===== src/hdl/mwe_pkg.sv =====
// shared constants, codes and transaction types of the mask word enumerator
package mwe_pkg;

    localparam int MAX_POSITIONS = 16;
    localparam int MAX_SET       = 64;

    localparam int POS_W   = $clog2(MAX_POSITIONS);
    localparam int SLOT_W  = $clog2(MAX_SET);
    localparam int DIGIT_W = $clog2(MAX_SET);
    localparam int SIZE_W  = 7;
    localparam int CHAR_W  = 8;
    localparam int NPOS_W  = 5;
    localparam int ADDR_W  = POS_W + SLOT_W;
    localparam int CFG_W   = 8;
    localparam int CFG_IDX_W = 1;

    localparam int QUEUE_DEPTH = 2;
    localparam int QPTR_W      = $clog2(QUEUE_DEPTH);
    localparam int QCNT_W      = $clog2(QUEUE_DEPTH + 1);

    // request type codes as they arrive on the input
    localparam logic [1:0] REQ_LOAD_CHAR = 2'd0;
    localparam logic [1:0] REQ_LOAD_SIZE = 2'd1;
    localparam logic [1:0] REQ_RESTART   = 2'd2;
    localparam logic [1:0] REQ_NEXT_WORD = 2'd3;

    // configuration register indexes
    localparam logic [CFG_IDX_W-1:0] CFG_NUM_POSITIONS = 1'd0;
    localparam logic [CFG_IDX_W-1:0] CFG_SEPARATOR     = 1'd1;

    typedef enum logic [1:0] {
        OP_LOAD_CHAR,
        OP_LOAD_SIZE,
        OP_RESTART,
        OP_NEXT_WORD
    } op_t;

    typedef enum logic [1:0] {
        B_IDLE,
        B_EMIT,
        B_SEP
    } back_state_t;

    typedef struct packed {
        logic [1:0]        req_type;
        logic [POS_W-1:0]  position;
        logic [SLOT_W-1:0] slot;
        logic [CHAR_W-1:0] char_value;
        logic [SIZE_W-1:0] set_size;
    } req_t;

    typedef struct packed {
        logic [CHAR_W-1:0] out_char;
        logic              last;
        logic              final_word;
        logic              exhausted;
    } result_t;

    // classified command held in the queue
    typedef struct packed {
        op_t               op;
        logic [POS_W-1:0]  position;
        logic [SLOT_W-1:0] slot;
        logic [CHAR_W-1:0] char_value;
        logic [SIZE_W-1:0] set_size;
    } cmd_t;

    typedef struct packed {
        logic [POS_W-1:0]  n_last;
        logic [CHAR_W-1:0] separator;
        logic              restart;
    } cfg_t;

endpackage


===== src/hdl/mwe_front.sv =====
// front end: accepts requests, classifies them and queues commands
module mwe_front (
    input  logic            clk,
    input  logic            rst_n,
    input  logic            start,
    output logic            busy,
    input  mwe_pkg::req_t   req,
    output logic            cmd_valid,
    output mwe_pkg::cmd_t   cmd,
    input  logic            cmd_pop
);

    mwe_pkg::cmd_t                  q_reg [mwe_pkg::QUEUE_DEPTH];
    logic [mwe_pkg::QPTR_W-1:0]     wr_ptr_reg, wr_ptr_next;
    logic [mwe_pkg::QPTR_W-1:0]     rd_ptr_reg, rd_ptr_next;
    logic [mwe_pkg::QCNT_W-1:0]     count_reg, count_next;
    mwe_pkg::cmd_t                  cls;
    logic                           push;

    assign busy      = (count_reg == mwe_pkg::QCNT_W'(mwe_pkg::QUEUE_DEPTH));
    assign push      = start && !busy;
    assign cmd_valid = (count_reg != '0);
    assign cmd       = q_reg[rd_ptr_reg];

    // decode and saturate the set size to 1..MAX_SET
    always_comb
    begin
        cls.position   = req.position;
        cls.slot       = req.slot;
        cls.char_value = req.char_value;
        if (req.set_size == '0)
            cls.set_size = mwe_pkg::SIZE_W'(1);
        else if (req.set_size > mwe_pkg::SIZE_W'(mwe_pkg::MAX_SET))
            cls.set_size = mwe_pkg::SIZE_W'(mwe_pkg::MAX_SET);
        else
            cls.set_size = req.set_size;
        unique case (req.req_type)
            mwe_pkg::REQ_LOAD_CHAR: cls.op = mwe_pkg::OP_LOAD_CHAR;
            mwe_pkg::REQ_LOAD_SIZE: cls.op = mwe_pkg::OP_LOAD_SIZE;
            mwe_pkg::REQ_RESTART:   cls.op = mwe_pkg::OP_RESTART;
            default:                cls.op = mwe_pkg::OP_NEXT_WORD;
        endcase
    end

    always_comb
    begin
        wr_ptr_next = wr_ptr_reg;
        rd_ptr_next = rd_ptr_reg;
        count_next  = count_reg;
        if (push)
            wr_ptr_next = wr_ptr_reg + 1'b1;
        if (cmd_pop)
            rd_ptr_next = rd_ptr_reg + 1'b1;
        if (push && !cmd_pop)
            count_next = count_reg + 1'b1;
        else if (!push && cmd_pop)
            count_next = count_reg - 1'b1;
    end

    always_ff @(posedge clk or negedge rst_n)
    begin
        if (!rst_n)
        begin
            wr_ptr_reg <= '0;
            rd_ptr_reg <= '0;
            count_reg  <= '0;
        end
        else
        begin
            wr_ptr_reg <= wr_ptr_next;
            rd_ptr_reg <= rd_ptr_next;
            count_reg  <= count_next;
        end
    end

    always_ff @(posedge clk)
    begin
        if (push)
            q_reg[wr_ptr_reg] <= cls;
    end

endmodule


===== config.mk =====
export PLATFORM = sky130hd
export DESIGN_NAME = mwe_front
export DESIGN_NICKNAME = d
export VERILOG_FILES = /design/src/hdl/mwe_pkg.sv /design/src/hdl/mwe_front.sv
export SDC_FILE = /design/constraint.sdc
export NUM_CORES = 1
export LEC_CHECK = 0
export BUFFER_PORTS_ARGS = -buffer_cell sky130_fd_sc_hd__buf_4
export CAP_MARGIN = 10
export CORE_MARGIN = 1
export CORE_UTILIZATION = 30
export CTS_CLUSTER_DIAMETER = 150
export DETAILED_ROUTE_END_ITERATION = 6
export PLACE_DENSITY = 0.46
export SLEW_MARGIN = 20
export SYNTH_ARGS = -nofsm -noshare
export SYNTH_HDL_FRONTEND = slang
export SYNTH_SLANG_ARGS = --single-unit

===== constraint.sdc =====
create_clock -name clk -period 3 [get_ports clk]
set_clock_uncertainty 0.05 [all_clocks]
set_input_delay 0.15 -clock clk [delete_from_list [all_inputs] [get_ports clk]]
set_output_delay 0.15 -clock clk [all_outputs]
set_load 0.01 [all_outputs]

* Word level (Yosys, flattened, before mapping)
Memories as Yosys holds them, arrays and structs flattened. Index checks and enable logic that the tools add are counted.
Cells by class: add/sub/neg operators 4, magnitude comparators 1, equality and inequality tests 3, multiplexer cells 7, reduce and logical (&&, ||, !) cells 10
Operators by type and width (count):
- $mux 7 | 2
- $gt 7x7->1 const B | 1
- $logic_not 7->1 | 1
- $pmux 2 s3 | 1
- $eq 2x2->1 const B | 2
- $mux 2 | 2
- $reduce_bool 2->1 | 2
- $logic_and 1x1->1 | 3
- $logic_not 1->1 | 3
- $add 1x1->1 const B | 2
- $add 2x1->2 const B | 1
- $eq 2x1->1 const B | 1
- $logic_not 2->1 | 1
- $mux 1 | 2
- $sub 2x1->2 const B | 1
Word-level totals: flip-flop bits (word level) 4, memory bits (writable) 54, bits of input ports 31, output and inout port bits 29, logic and storage cells 29, memories kept 1
Memory list:
- q_reg | depth 2, bits a word 27, read ports 1, clocked after Yosys merged registers in 0, write ports 1, line mwe_front.sv:13 | mwe_pkg::cmd_t q_reg [mwe_pkg::QUEUE_DEPTH];

* Longest topological paths before layout
depth after elaboration 7, depth in mapped cells 7, mapped depth without buffers 7

* Least setup slack after synthesis
No wires, ideal clock.
path kind flip-flop to flip-flop, start point register count_reg[0] (netlist name), end point memory q_reg[0][0] (netlist name) (enable), library setup time 0.411 ns, data arrival time 1.771 ns, data required time 2.539 ns, path slack 0.768 ns, stages on the path, launching flop included 4, path buffers 0, period minus slack after synthesis 2.232 ns, path through dfrtp_1 -> nand2b_1 -> nand2_1 -> nor2_1
On the way: word-level cells in the longest chain between the ends 5
Ends and longest elaborated chain:
- start: declaration | line mwe_front.sv:16 | logic [mwe_pkg::QCNT_W-1:0] count_reg, count_next;
- start signal: assignment | line mwe_front.sv:72 | count_reg <= count_next;
- $eq 2x2->1 | line mwe_front.sv:20 | assign busy = (count_reg == mwe_pkg::QCNT_W'(mwe_pkg::QUEUE_DEPTH));
- $logic_not 1->1 | line mwe_front.sv:21 | assign push = start && !busy;
- $logic_and 1x1->1 | line mwe_front.sv:21
- $mux 1 | line mwe_front.sv:78 | if (push)
- $mux 1 (not written as such) | line mwe_front.sv:79 | q_reg[wr_ptr_reg] <= cls;
- end: declaration | line mwe_front.sv:13
No other way between the ends.

==> metrics.txt <==
result of the run=complete, no violations; first-pass GRT wire length=6230 um; fill count=669; vias after detailed routing=1231; Comb power frac=0.324; synth unique cells=19; combined flip-flop and latch cell area=0.00172 sq mm; clock tree from TritonCTS=built; Final TNS setup=0 ps; clock insertion delay at the later pin of the skew report=320 ps; CTS H-tree lvls=3; area post-placement=0.00283 sq mm; Tmin final=2020 ps; max-cap check violation count=0; mean area per synthesized cell=20.1 sq um; Synth top area share=0.703; Die Outline Area=0.00804 sq mm; Final Instance Count excl. Fillers=304; cell chosen for the clock root=clkbuf_8; Final Cycle Share=0.674; buffer depth of the longest clock path=2; VDD IR max=537 uV; portion of total power attributed to sequential cells=0.450; standby leakage power=1.29 nW; diodes inserted=0; crit path launch type=flop; grt ovf=0; achievable clock frequency=495 MHz; power density over the cells=876 mW/mm^2; number of routed nets with antenna violations=0; total power draw=0.00282 W; Worst slew margin=0.441; Net Count, Synth=147; max FFs per register=54; First-pass DRT Iterations=4; worst hold slack=26.9 ps; signed area change from the synthesized netlist to the final layout=39.6%; Layout Nets=234; clock-pin slew reported for the worst setup and hold paths after clock tree synthesis=60 ps; share of total power consumed by net switching=0.279; Multi-input gate area=518 sq um; path type of the worst min-delay path=in -> reg; via count of the first global-routing pass=1366; most area-hungry cell type in the Yosys netlist=edfxtp_1; worst path arrival time=1820 ps; unrepaired setup endpoints after global routing=false; standard cell core area=0.00733 sq mm; final number of hold-violating endpoints=0; clock network fraction of design power=0.226; total of buffers placed on input and output ports=59; ratio of cells with drive above 1 in the final layout=0.498; row cnt=31; per-cell via count in the routed design=4.05; post-route standard cell area excluding fillers=0.00322 sq mm; path type of the worst setup path=reg -> out; CTS sink cnt=58; clock buffer count from CTS=9; starting density of the core=0.315; CTS resizes=0; share of synthesized area occupied by flip-flops and latches=0.747; kind of end point of the critical path=output port; vertical die dimension=89.7 um; maximum number of pins on one net before global-route repair=29; post-synthesis cell count=115; final wirelength=4040 um; overall fraction of global-route tracks in use=0.112; final setup violation count=0; violation count after the first detailed-route iteration=37; initial antenna violation count=0; GP Congestion=0.675; Post-route DRC=0; internal power component=0.00203 W; total net switching power=0.000787 W; die width=89.7 um; actual transition at the worst max-transition pin=839 ps; Max Transition Viols Final=0; cell area after technology mapping=0.00231 sq mm; routed length per instance=13.3 um; synth top area cells=edfxtp_1 (70%), mux2_4 (12%), dfrtp_1 (4.3%); number of flip-flops and latches in the synthesized netlist=58; placed cell count=268; Ports=60; number of warnings issued by yosys=0; critical-path maximum fanout=28; required time reported for the critical path endpoint=2800 ps
-- placed cells by master, fill, tap and decap left out, types with 2 or more instances in the layout --
master	synthesis	layout
dlygate4sd3_1	0	22
edfxtp_1	54	54
xor2_1	3	3
clkbuf_8	0	9
xnor2_1	2	2
nor2_1	4	3
dfrtp_1	4	3
nor2b_1	5	5
clkinv_1	0	2
mux2_2	8	8
inv_1	3	3
clkinv_2	0	2
buf_4	0	60
mux2_4	19	19
-- per-layer routing --
layer | vias up | routed length [um] | global-route usage
met2 | 38 | 2040 | 0.189
met1 | 589 | 1680 | 0.120
met3 | 6 | 254 | 0.0356
met5 | - | 0 | 0
li1 | 598 | - | -
met4 | 0 | 67 | 0.0779
-- worst max-delay path: stages (launching register included) --
cell and delay [ps]:
dfrtp_2 910, mux2_2 430, buf_4 150
-- worst paths after layout --
| kind | startpoint | to | slack (ps) | cells past startpoint |
|---|---|---|---|---|
| min in group asynchronous | rst_n | count_reg[0]$_DFFE_PN0P_ | 110 | 2 |
| worst min-delay path | req[6] | q_reg[0][6]$_DFFE_PP_ | 30 | 1 |
| worst max register to register | count_reg[0]$_DFFE_PN0P_ | q_reg[0][24]$_DFFE_PP_ | 1200 | 3 |
| worst max-delay path | rd_ptr_reg$_DFFE_PN0P_ | cmd[20] | 980 | 2 |
| worst min register to register | count_reg[1]$_DFFE_PN0P_ | count_reg[1]$_DFFE_PN0P_ | 440 | 1 |
| max in group asynchronous | rst_n | rd_ptr_reg$_DFFE_PN0P_ | 2670 | 2 |
-- Yosys cell counts --
cell type	number
ha_1	1
nand2_1	1
buf_12	2
clkbuf_1	3
nand2b_1	1
and3_1	1
nor2b_1	5
xnor2_1	2
mux2_4	19
edfxtp_1	54
mux2_2	8
dfrtp_1	4
a21oi_1	1
or2_2	1
nor2_1	4
buf_6	1
inv_1	3
nor3_1	1
xor2_1	3
-- metrics by stage --
step	util	worst slack [ps]
floorplan	-	768
global placement	0.386	1230
detailed placement	0.386	1150
CTS	0.439	927
global route	0.439	884
finish	0.439	979
-- power groups by stage --
stage                     clock [W]  sequential [W]  combinational, W
final                      0.000638         0.00127          0.000913
after detailed placement          0         0.00129          0.000908
after floorplan                   0         0.00118          0.000666
after global routing       0.000690         0.00130          0.000992
after CTS                  0.000658         0.00128          0.000938
after global placement            0         0.00128          0.000903
-- kinds of logic (layout without fill, tap and decap cells) --
group | count (synthesis) | after routing | synth area share
buffers and inverters | 9 | 99 | 0.0320
multiplexers | 27 | 27 | 0.163
AO/OA/AOI/OAI | 1 | 1 | 0.00217
XOR/XNOR | 5 | 5 | 0.0190
flip-flops | 58 | 58 | 0.747
adder cells (fa/ha/maj) | 1 | 1 | 0.00543
AND/OR/NAND/NOR | 14 | 14 | 0.0320
-- final cells by class --
| type | instances | area share |
|---|---|---|
| Inverter | 3 | 0.00350 |
| Multi-Input combinational cell | 48 | 0.161 |
| Sequential cell | 58 | 0.535 |
| Clock inverter | 5 | 0.0148 |
| Tap cell | 99 | 0.0385 |
| Clock buffer | 9 | 0.0385 |
| Timing Repair Buffer | 82 | 0.208 |
-- timing repair --
action,CTS,global route
hold buffers,22,0
setup buffers,0,0
endpoints found under the hold margin,45,0
endpoints found under the setup margin,0,0
No activity file was read; power rests on OpenSTA's default activity.
